<file path="src/rtl/life_automaton_torus_step_macros.svh">
// Assertion helpers for the life automaton block.
`ifndef LIFE_AUTOMATON_TORUS_STEP_MACROS_SVH
`define LIFE_AUTOMATON_TORUS_STEP_MACROS_SVH

// Same-cycle implication, disabled while reset is asserted.
`define LATS_ASSERT_NOW(label, clk, rst_n, ante, cons, msg) \
    label: assert property (@(posedge clk) disable iff (!rst_n) (ante) |-> (cons)) \
        else $error(msg);

// Next-cycle implication, disabled while reset is asserted.
`define LATS_ASSERT_NEXT(label, clk, rst_n, ante, cons, msg) \
    label: assert property (@(posedge clk) disable iff (!rst_n) (ante) |=> (cons)) \
        else $error(msg);

`endif

</file>
<file path="src/rtl/lifets_pkg.sv">
`timescale 1ns / 1ps
`default_nettype none

package lifets_pkg;

    // Operation codes carried on the input tuser
    localparam logic [1:0] OP_LOAD = 2'd0;
    localparam logic [1:0] OP_STEP = 2'd1;
    localparam logic [1:0] OP_EMIT = 2'd2;

    // Field widths of the stream items
    localparam int OP_W       = 2;
    localparam int ROW_IDX_W  = 5;
    localparam int CELLS_W    = 32;
    localparam int S_TDATA_W  = 40;
    localparam int M_TDATA_W  = 40;

    // B3/S23 rule
    localparam logic [3:0] BIRTH_COUNT   = 4'd3;
    localparam logic [3:0] SURVIVE_COUNT = 4'd2;

endpackage

`default_nettype wire

</file>
<file path="src/rtl/life_automaton_torus_step.sv">
`timescale 1ns / 1ps
`default_nettype none
// Load (op 0): no result items; the block stays ready.
// Emit (op 2): one row item per grid row; no new item is taken until the run ends.
// Step (op 1): one row item per grid row; no new item is taken until the run ends;
//   the rate is set by the single read port of the current store, one row per cycle while the output is not held.
// Output back-pressure freezes the whole read pipeline.
// Reset clears both stores (per-row valid bits) and makes grid A current.
`include "life_automaton_torus_step_macros.svh"

module life_automaton_torus_step
    import lifets_pkg::*;
#(
    parameter int GRID_ROWS = 32,
    parameter int GRID_COLS = 32
)
(
    input  wire logic                 clk,
    input  wire logic                 rst_n,
    input  wire logic                 s_axis_tvalid,
    output logic                      s_axis_tready,
    // [4:0] row_index, [36:5] row_cells, [39:37] zero
    input  wire logic [S_TDATA_W-1:0] s_axis_tdata,
    // [1:0] op
    input  wire logic [OP_W-1:0]      s_axis_tuser,
    output logic                      m_axis_tvalid,
    input  wire logic                 m_axis_tready,
    // [4:0] out_row, [36:5] out_cells, [39:37] zero
    output logic [M_TDATA_W-1:0]      m_axis_tdata,
    // last_row
    output logic                      m_axis_tlast
);

    localparam int ROW_AW = $clog2(GRID_ROWS);
    localparam int SEQ_W  = $clog2(GRID_ROWS + 3);
    // A step reads the last row, every row, then row 0 again
    localparam logic [SEQ_W-1:0]  STEP_TOTAL = SEQ_W'(GRID_ROWS + 2);
    localparam logic [SEQ_W-1:0]  EMIT_TOTAL = SEQ_W'(GRID_ROWS);
    localparam logic [ROW_AW-1:0] LAST_ROW   = ROW_AW'(GRID_ROWS - 1);

    typedef enum logic {
        S_IDLE,
        S_RUN
    } state_t;

    typedef logic [GRID_COLS-1:0] row_t;

    // ------------------------------------------------------------------
    // Row stores, ping-pong. Rows never written read as dead through the
    // valid bits, which reset clears at once.
    // ------------------------------------------------------------------
    row_t                 mem_a [GRID_ROWS];
    row_t                 mem_b [GRID_ROWS];
    logic [GRID_ROWS-1:0] vld_a_reg;
    logic [GRID_ROWS-1:0] vld_b_reg;
    row_t                 rd_a_reg;
    row_t                 rd_b_reg;

    // Control
    state_t              state_reg;
    logic                step_mode_reg;
    logic                cur_b_reg;
    logic [SEQ_W-1:0]    iss_cnt_reg;
    logic                rd_vld_reg;
    logic                rd_ok_reg;
    logic [SEQ_W-1:0]    rd_seq_reg;

    // Neighbourhood window: the two rows that arrived before the current one
    row_t                win_up_reg;
    row_t                win_mid_reg;

    // Output register
    logic                out_vld_reg;
    logic [ROW_AW-1:0]   out_row_reg;
    row_t                out_cells_reg;
    logic                out_last_reg;

    // Input unpack
    logic [ROW_IDX_W-1:0] in_row_index;
    logic [CELLS_W-1:0]   in_row_cells;
    logic [7:0]           in_idx8;
    logic [63:0]          in_cells64;
    logic [ROW_AW-1:0]    ld_addr;
    row_t                 ld_data;
    logic                 in_accept;
    logic                 load_we;

    // Datapath
    logic                 adv;
    logic [SEQ_W-1:0]     total;
    logic                 issue;
    logic                 rd_en;
    logic [SEQ_W-1:0]     cnt_m1;
    logic [ROW_AW-1:0]    rd_addr;
    logic                 rd_ok_next;
    row_t                 arr_row;
    row_t                 next_row;
    logic [SEQ_W-1:0]     seq_m2;
    logic                 produce;
    logic [ROW_AW-1:0]    prod_row;
    row_t                 prod_cells;
    logic                 step_we;
    logic                 arr_last;
    logic                 done;
    logic                 we_a;
    logic                 we_b;
    logic [ROW_AW-1:0]    wr_addr;
    row_t                 wr_data;
    logic [63:0]          out_cells64;
    logic [7:0]           out_row8;

    assign in_row_index = s_axis_tdata[ROW_IDX_W-1:0];
    assign in_row_cells = s_axis_tdata[ROW_IDX_W+CELLS_W-1:ROW_IDX_W];
    assign in_idx8      = 8'(in_row_index);
    assign in_cells64   = 64'(in_row_cells);
    assign ld_addr      = in_idx8[ROW_AW-1:0];
    // Drop loaded bits beyond the grid's columns
    assign ld_data      = in_cells64[GRID_COLS-1:0];

    // Take new items only when idle: loads then never race the step's reads
    assign s_axis_tready = (state_reg == S_IDLE);
    assign in_accept     = s_axis_tvalid && s_axis_tready;
    // Drop loads of rows outside the grid
    assign load_we       = in_accept && (s_axis_tuser == OP_LOAD)
                           && (32'(in_row_index) < GRID_ROWS);

    // Whole pipeline advances together; a held output freezes it
    assign adv   = !out_vld_reg || m_axis_tready;
    assign total = step_mode_reg ? STEP_TOTAL : EMIT_TOTAL;
    assign issue = (state_reg == S_RUN) && (iss_cnt_reg != total);
    assign rd_en = adv && issue;

    // Step read order: last row, rows 0 .. GRID_ROWS-1, row 0 again
    assign cnt_m1 = iss_cnt_reg - SEQ_W'(1);
    always_comb
    begin
        if (!step_mode_reg)
        begin
            rd_addr = iss_cnt_reg[ROW_AW-1:0];
        end
        else if (iss_cnt_reg == '0)
        begin
            rd_addr = LAST_ROW;
        end
        else if (iss_cnt_reg == STEP_TOTAL - SEQ_W'(1))
        begin
            rd_addr = '0;
        end
        else
        begin
            rd_addr = cnt_m1[ROW_AW-1:0];
        end
    end

    assign rd_ok_next = cur_b_reg ? vld_b_reg[rd_addr] : vld_a_reg[rd_addr];

    always_comb
    begin
        if (!rd_ok_reg)
        begin
            arr_row = '0;
        end
        else if (cur_b_reg)
        begin
            arr_row = rd_b_reg;
        end
        else
        begin
            arr_row = rd_a_reg;
        end
    end

    // One lane per column: count the eight neighbours with wrap-around
    for (genvar c = 0; c < GRID_COLS; c++)
    begin : g_lane
        localparam int L = (c == 0) ? GRID_COLS - 1 : c - 1;
        localparam int R = (c == GRID_COLS - 1) ? 0 : c + 1;
        logic [3:0] n;
        assign n = 4'(win_up_reg[L]) + 4'(win_up_reg[c]) + 4'(win_up_reg[R])
                 + 4'(win_mid_reg[L]) + 4'(win_mid_reg[R])
                 + 4'(arr_row[L]) + 4'(arr_row[c]) + 4'(arr_row[R]);
        assign next_row[c] = (n == BIRTH_COUNT) || (win_mid_reg[c] && (n == SURVIVE_COUNT));
    end

    // A step yields row k-2 when arrival k lands, an emit yields row k
    assign seq_m2     = rd_seq_reg - SEQ_W'(2);
    assign produce    = adv && rd_vld_reg && (!step_mode_reg || (rd_seq_reg >= SEQ_W'(2)));
    assign prod_row   = step_mode_reg ? seq_m2[ROW_AW-1:0] : rd_seq_reg[ROW_AW-1:0];
    assign prod_cells = step_mode_reg ? next_row : arr_row;
    assign step_we    = produce && step_mode_reg;
    assign arr_last   = (rd_seq_reg == total - SEQ_W'(1));
    assign done       = adv && rd_vld_reg && arr_last;

    // Write ports: a load hits the current store, a step the other one
    assign we_a    = (load_we && !cur_b_reg) || (step_we && cur_b_reg);
    assign we_b    = (load_we && cur_b_reg) || (step_we && !cur_b_reg);
    assign wr_addr = load_we ? ld_addr : prod_row;
    assign wr_data = load_we ? ld_data : prod_cells;

    always_ff @(posedge clk)
    begin
        if (we_a)
        begin
            mem_a[wr_addr] <= wr_data;
        end
        if (rd_en && !cur_b_reg)
        begin
            rd_a_reg <= mem_a[rd_addr];
        end
    end

    always_ff @(posedge clk)
    begin
        if (we_b)
        begin
            mem_b[wr_addr] <= wr_data;
        end
        if (rd_en && cur_b_reg)
        begin
            rd_b_reg <= mem_b[rd_addr];
        end
    end

    always_ff @(posedge clk or negedge rst_n)
    begin
        if (!rst_n)
        begin
            vld_a_reg <= '0;
            vld_b_reg <= '0;
        end
        else
        begin
            if (we_a)
            begin
                vld_a_reg[wr_addr] <= 1'b1;
            end
            if (we_b)
            begin
                vld_b_reg[wr_addr] <= 1'b1;
            end
        end
    end

    // Sequencer and output register
    always_ff @(posedge clk or negedge rst_n)
    begin
        if (!rst_n)
        begin
            state_reg     <= S_IDLE;
            step_mode_reg <= 1'b0;
            cur_b_reg     <= 1'b0;
            iss_cnt_reg   <= '0;
            rd_vld_reg    <= 1'b0;
            rd_ok_reg     <= 1'b0;
            rd_seq_reg    <= '0;
            out_vld_reg   <= 1'b0;
        end
        else
        begin
            case (state_reg)
                S_IDLE:
                begin
                    if (in_accept && (s_axis_tuser inside {OP_STEP, OP_EMIT}))
                    begin
                        state_reg     <= S_RUN;
                        step_mode_reg <= (s_axis_tuser == OP_STEP);
                        iss_cnt_reg   <= '0;
                    end
                end
                S_RUN:
                begin
                    if (done)
                    begin
                        state_reg <= S_IDLE;
                        // Swap stores once the new generation is fully written
                        if (step_mode_reg)
                        begin
                            cur_b_reg <= !cur_b_reg;
                        end
                    end
                end
                default:
                begin
                    state_reg <= S_IDLE;
                end
            endcase

            if (adv)
            begin
                rd_vld_reg <= issue;
                if (issue)
                begin
                    iss_cnt_reg <= iss_cnt_reg + SEQ_W'(1);
                    rd_ok_reg   <= rd_ok_next;
                    rd_seq_reg  <= iss_cnt_reg;
                end
                out_vld_reg <= produce;
            end
        end
    end

    // Payload registers: window and output data
    always_ff @(posedge clk)
    begin
        if (adv && rd_vld_reg)
        begin
            win_up_reg  <= win_mid_reg;
            win_mid_reg <= arr_row;
        end
        if (produce)
        begin
            out_row_reg   <= prod_row;
            out_cells_reg <= prod_cells;
            out_last_reg  <= (prod_row == LAST_ROW);
        end
    end

    // Output pack: keep the low 5 row bits and the low 32 cell bits
    assign out_cells64   = 64'(out_cells_reg);
    assign out_row8      = 8'(out_row_reg);
    assign m_axis_tvalid = out_vld_reg;
    assign m_axis_tlast  = out_last_reg;
    assign m_axis_tdata  = {3'b000, out_cells64[CELLS_W-1:0], out_row8[ROW_IDX_W-1:0]};

    // ------------------------------------------------------------------
    // Assertions
    // ------------------------------------------------------------------
    `LATS_ASSERT_NOW(a_rd_only_busy, clk, rst_n, rd_vld_reg, state_reg == S_RUN,
        "read data in flight while idle")
    `LATS_ASSERT_NEXT(a_done_idle, clk, rst_n, done, (state_reg == S_IDLE) && !rd_vld_reg,
        "sequencer did not stop after the final row")
    `LATS_ASSERT_NEXT(a_step_swaps, clk, rst_n, done && step_mode_reg,
        cur_b_reg != $past(cur_b_reg), "step finished without swapping stores")
    `LATS_ASSERT_NOW(a_no_write_clash, clk, rst_n, step_we, !load_we,
        "load and step wrote a store in the same cycle")

endmodule

`default_nettype wire

</file>
<file path="config.mk">
export PLATFORM = sky130hd
export DESIGN_NAME = life_automaton_torus_step
export DESIGN_NICKNAME = d
export VERILOG_FILES = /design/src/rtl/lifets_pkg.sv /design/src/rtl/life_automaton_torus_step.sv
export VERILOG_INCLUDE_DIRS = /design/src /design/src/rtl
export SDC_FILE = /design/constraint.sdc
export NUM_CORES = 2
export LEC_CHECK = 0
export ABC_AREA = 1
export BUFFER_PORTS_ARGS = -buffer_cell sky130_fd_sc_hd__buf_4
export CORE_ASPECT_RATIO = 0.5
export CORE_MARGIN = 2
export CORE_UTILIZATION = 40
export CTS_BUF_LIST = sky130_fd_sc_hd__clkbuf_2 sky130_fd_sc_hd__clkbuf_4 sky130_fd_sc_hd__clkbuf_8
export DETAILED_ROUTE_END_ITERATION = 6
export HOLD_SLACK_MARGIN = 0.08
export PLACE_DENSITY = 0.63
export SLEW_MARGIN = 20
export SYNTH_ARGS = -nofsm -noshare
export SYNTH_HDL_FRONTEND = slang
export SYNTH_SLANG_ARGS = --single-unit
</file>
<file path="constraint.sdc">
create_clock -name clk -period 8.3 [get_ports clk]
set_input_delay 1.245 -clock clk [delete_from_list [all_inputs] [get_ports clk]]
set_output_delay 1.245 -clock clk [all_outputs]
set_load 0.1 [all_outputs]
</file>
==> flow_summary_export.csv <==
group,metric,value,unit
synthesis,synthSimpleGateAreaFrac,15.3,%
synthesis,synth_seq_cells,2296,
finish,drive_gt1_share,11.9,%
grt,antenna_found_initial,10,
floorplanning,fp.coreArea,0.243,mm2
placement,post-dp-hpwl,142000,um
sta,worst_pin_slew,1.12,ns
critical_path,cp-endpoint,"mem_b[7][8]",
critical_path,rrSetupSlack,2.43,ns
synthesis,synth-compound-area-share,6.04,%
critical_path,cpMaxStageDelayCell,"nand2_2",
drt,dr.max_layer_used,"met4",
synthesis,synth_top_family_by_area,"simple AND/OR/NAND/NOR gates",
outcome,status,"completed",
drt,drcViolationCount,0,
synthesis,yosysWarnings,0,
sta,finalCriticalPeriod,5.87,ns
critical_path,reg2reg_depth,14,
sta,fin_skew,0.0645,ns
drt,num_vias,64300,
drt,drt_iter0_drc,8369,
drt,vias_per_cell,5.52,
critical_path,max_stage_delay,0.74,ns
drt,ant_nets,0,
sta,period_share,70.7,%
sta,drv_slew,0,
critical_path,crit_start,"cur_b_reg",
drt,drt-met1-wl,115000,um
critical_path,cp_max_fo,35,
synthesis,ys.flop_type,"edfxtp_1",
cts,cts_hold_buf,1,
drt,wl,276000,um
finish,final_cell_count_no_fill,11600,
finish,regArea,0.0685,mm2
cts,cts_tree,"done",
cts,cts_sinks,2296,
finish,nFillCells,21900,
sta,hold_viol_final,0,
cts,htree_levels,5,
synthesis,synthCells,8032,
critical_path,cp_data_arrival_time,6.69,ns
cts,numCtsBuffers,359,
drt,first_pass_iters,6,
critical_path,cp_cell_sequence,"buf_4, nor2_1, nor3_1, inv_1, fa_1, fa_1, inv_1, ha_1, fa_1, o211ai_1, o22ai_1, nand2_1, nand2_2, buf_4",
synthesis,synth_commonest_cells,"2214 x edfxtp_1, 1682 x nand2_1, 1206 x nand3_1",
synthesis,synth_edf_count,2214,
finish,syn_to_final_growth,11.2,%
synthesis,synth_top_cell_by_area,"edfxtp_1",
sta,setup_violations,0,
run,cap_viol_max_count,0,
critical_path,worstPathRequired,9.12,ns
synthesis,async_flop_share,3.57,%
cts,cts_resized,0,
drt,met2_length,123000,um
floorplanning,die_x,703,um
grt,grt_pass1_vias,60400,
placement,port_buffers,82,
synthesis,synth.area.mux_share,0,%
grt,track_usage,21.8,%
cts,clockBufferDepth,4,
sta,finalSetupTns,0,ns
min_path,hp-class,"flip-flop to flip-flop",
critical_path,cp-end-kind,"flip-flop",
synthesis,synth.most_common_cell,"edfxtp_1",
sta,slew_headroom,25.1,%
drt,wl_per_cell,23.7,um
floorplanning,die_y,353,um
placement,place_congestion,0.840,
critical_path,cpMostUsedCell,"fa_1",
floorplanning,start_util,40.2,%
grt,overflow,0,
synthesis,yosysUniqueCellTypes,41,
cts,cts.clk_slew.worst_paths,0.07,ns
floorplanning,rows,128,
synthesis,synth-xor-area-share,0.0269,%
critical_path,critPathKind,"flip-flop to flip-flop",
finish,multi_input_area,0.0254,mm2
cts,postCtsSetupRepairBufs,0,
sta,rsz0062_at_grt,"no",
synthesis,avgSynthCellArea,12.2,um2
synthesis,synth.yosys.seq_area_share,70.2,%
synthesis,yosys.area_share.adder,3.93,%
finish,fin_nets,8420,
finish,largestRegisters,"mem_a x1024, mem_b x1024",
floorplanning,dieArea,0.248,mm2
grt,grt_first_pass_wirelength,401000,um
finish,final_util,44.6,%
synthesis,synth.top_cell.area_share,68.1,%
sta,timing.fmax,0.170,GHz
synthesis,netlist_top_cells_area,"edfxtp_1 68%, nand2_1 6.5%, nand3_1 6.2%, fa_1 2.6%, o21ai_0 2.5%",
critical_path,crit_path_start_kind,"flip-flop",
floorplanning,ioPinCount,89,
placement,placed_cells,11000,
cts,root_buffer,"clkbuf_8",
drt,wl_met3,30300,um
grt,grt_max_degree,198,
synthesis,syn-cell-area,0.0976,mm2
cts,clk_latency,1.07,ns
critical_path,reg2reg_from,"cur_b_reg",
critical_path,reg2reg_to,"mem_b[7][8]",
-- final cells by class --
class                      instances  share of cell area (%)
antenna                           10                  0.0231
clock buffer                     499                    5.60
clock inverter                    95                   0.392
inverter                         512                    1.80
multi-input combinational       4730                    23.4
sequential                      2296                    63.1
tap                             3250                    3.75
timing repair buffer             245                    1.94
-- worst max-delay path: cells and delay by family (launching register included) --
kind            cells  cell delay [ns]
compound gates      2             0.34
flops               1             0.36
simple gates        4             1.81
fa+ha+maj           4             1.77
buf+inv             4             1.28
-- worst min path at each step --
stage | start | endpoint | slack [ns] | cells after the start
floorplan | vld_a_reg[15] | vld_a_reg[15] | 0.42 | 2
global placement | vld_a_reg[27] | vld_a_reg[27] | 0.44 | 2
detailed placement | vld_a_reg[7] | vld_a_reg[7] | 0.44 | 2
CTS | vld_a_reg[7] | vld_a_reg[7] | 0.46 | 2
global route | vld_a_reg[3] | vld_a_reg[3] | 0.47 | 2
finish | vld_a_reg[15] | vld_a_reg[15] | 0.45 | 2
-- cell families (layout without fill, tap and decap cells) --
group           count (synthesis)  count (layout)
simple gates                 3477            3477
flops                        2296            2296
compound gates               1017            1017
fa+ha+maj                     230             230
xor+xnor                        3               3
other cells                     1              13
buf+inv                      1008            1351
-- through the flow --
step           worst slack, ns  hold slack, ns  instance area, um2
3_3_place_gp              2.67           0.436              102000
3_5_place_dp              2.56           0.445              102000
4_1_cts                   2.56           0.459              109000
5_1_grt                   2.19           0.468              109000
6_report                  2.43           0.453              109000
2_1_floorplan            0.519           0.424               97600
-- routing by layer --
layer,vias up,track usage [%]
met5,-,0
met4,0,6.76
met3,507,4.61
met2,3232,33.3
met1,31900,31.2
li1,28700,-
-- cells in the final DEF, fill, tap and decap left out, drive strengths merged, types with 128 or more instances in the layout --
| cell | n |
|---|---|
| fa | 128 |
| clkbuf | 499 |
| nand3 | 1207 |
| o22ai | 187 |
| o21ai | 586 |
| buf | 244 |
| nand2 | 1685 |
| nor2 | 433 |
| inv | 512 |
| edfxtp | 2214 |
| o211ai | 177 |
Power is not shown: default switching activity piles up to over one toggle a cycle in this logic, so the estimate is an artifact.
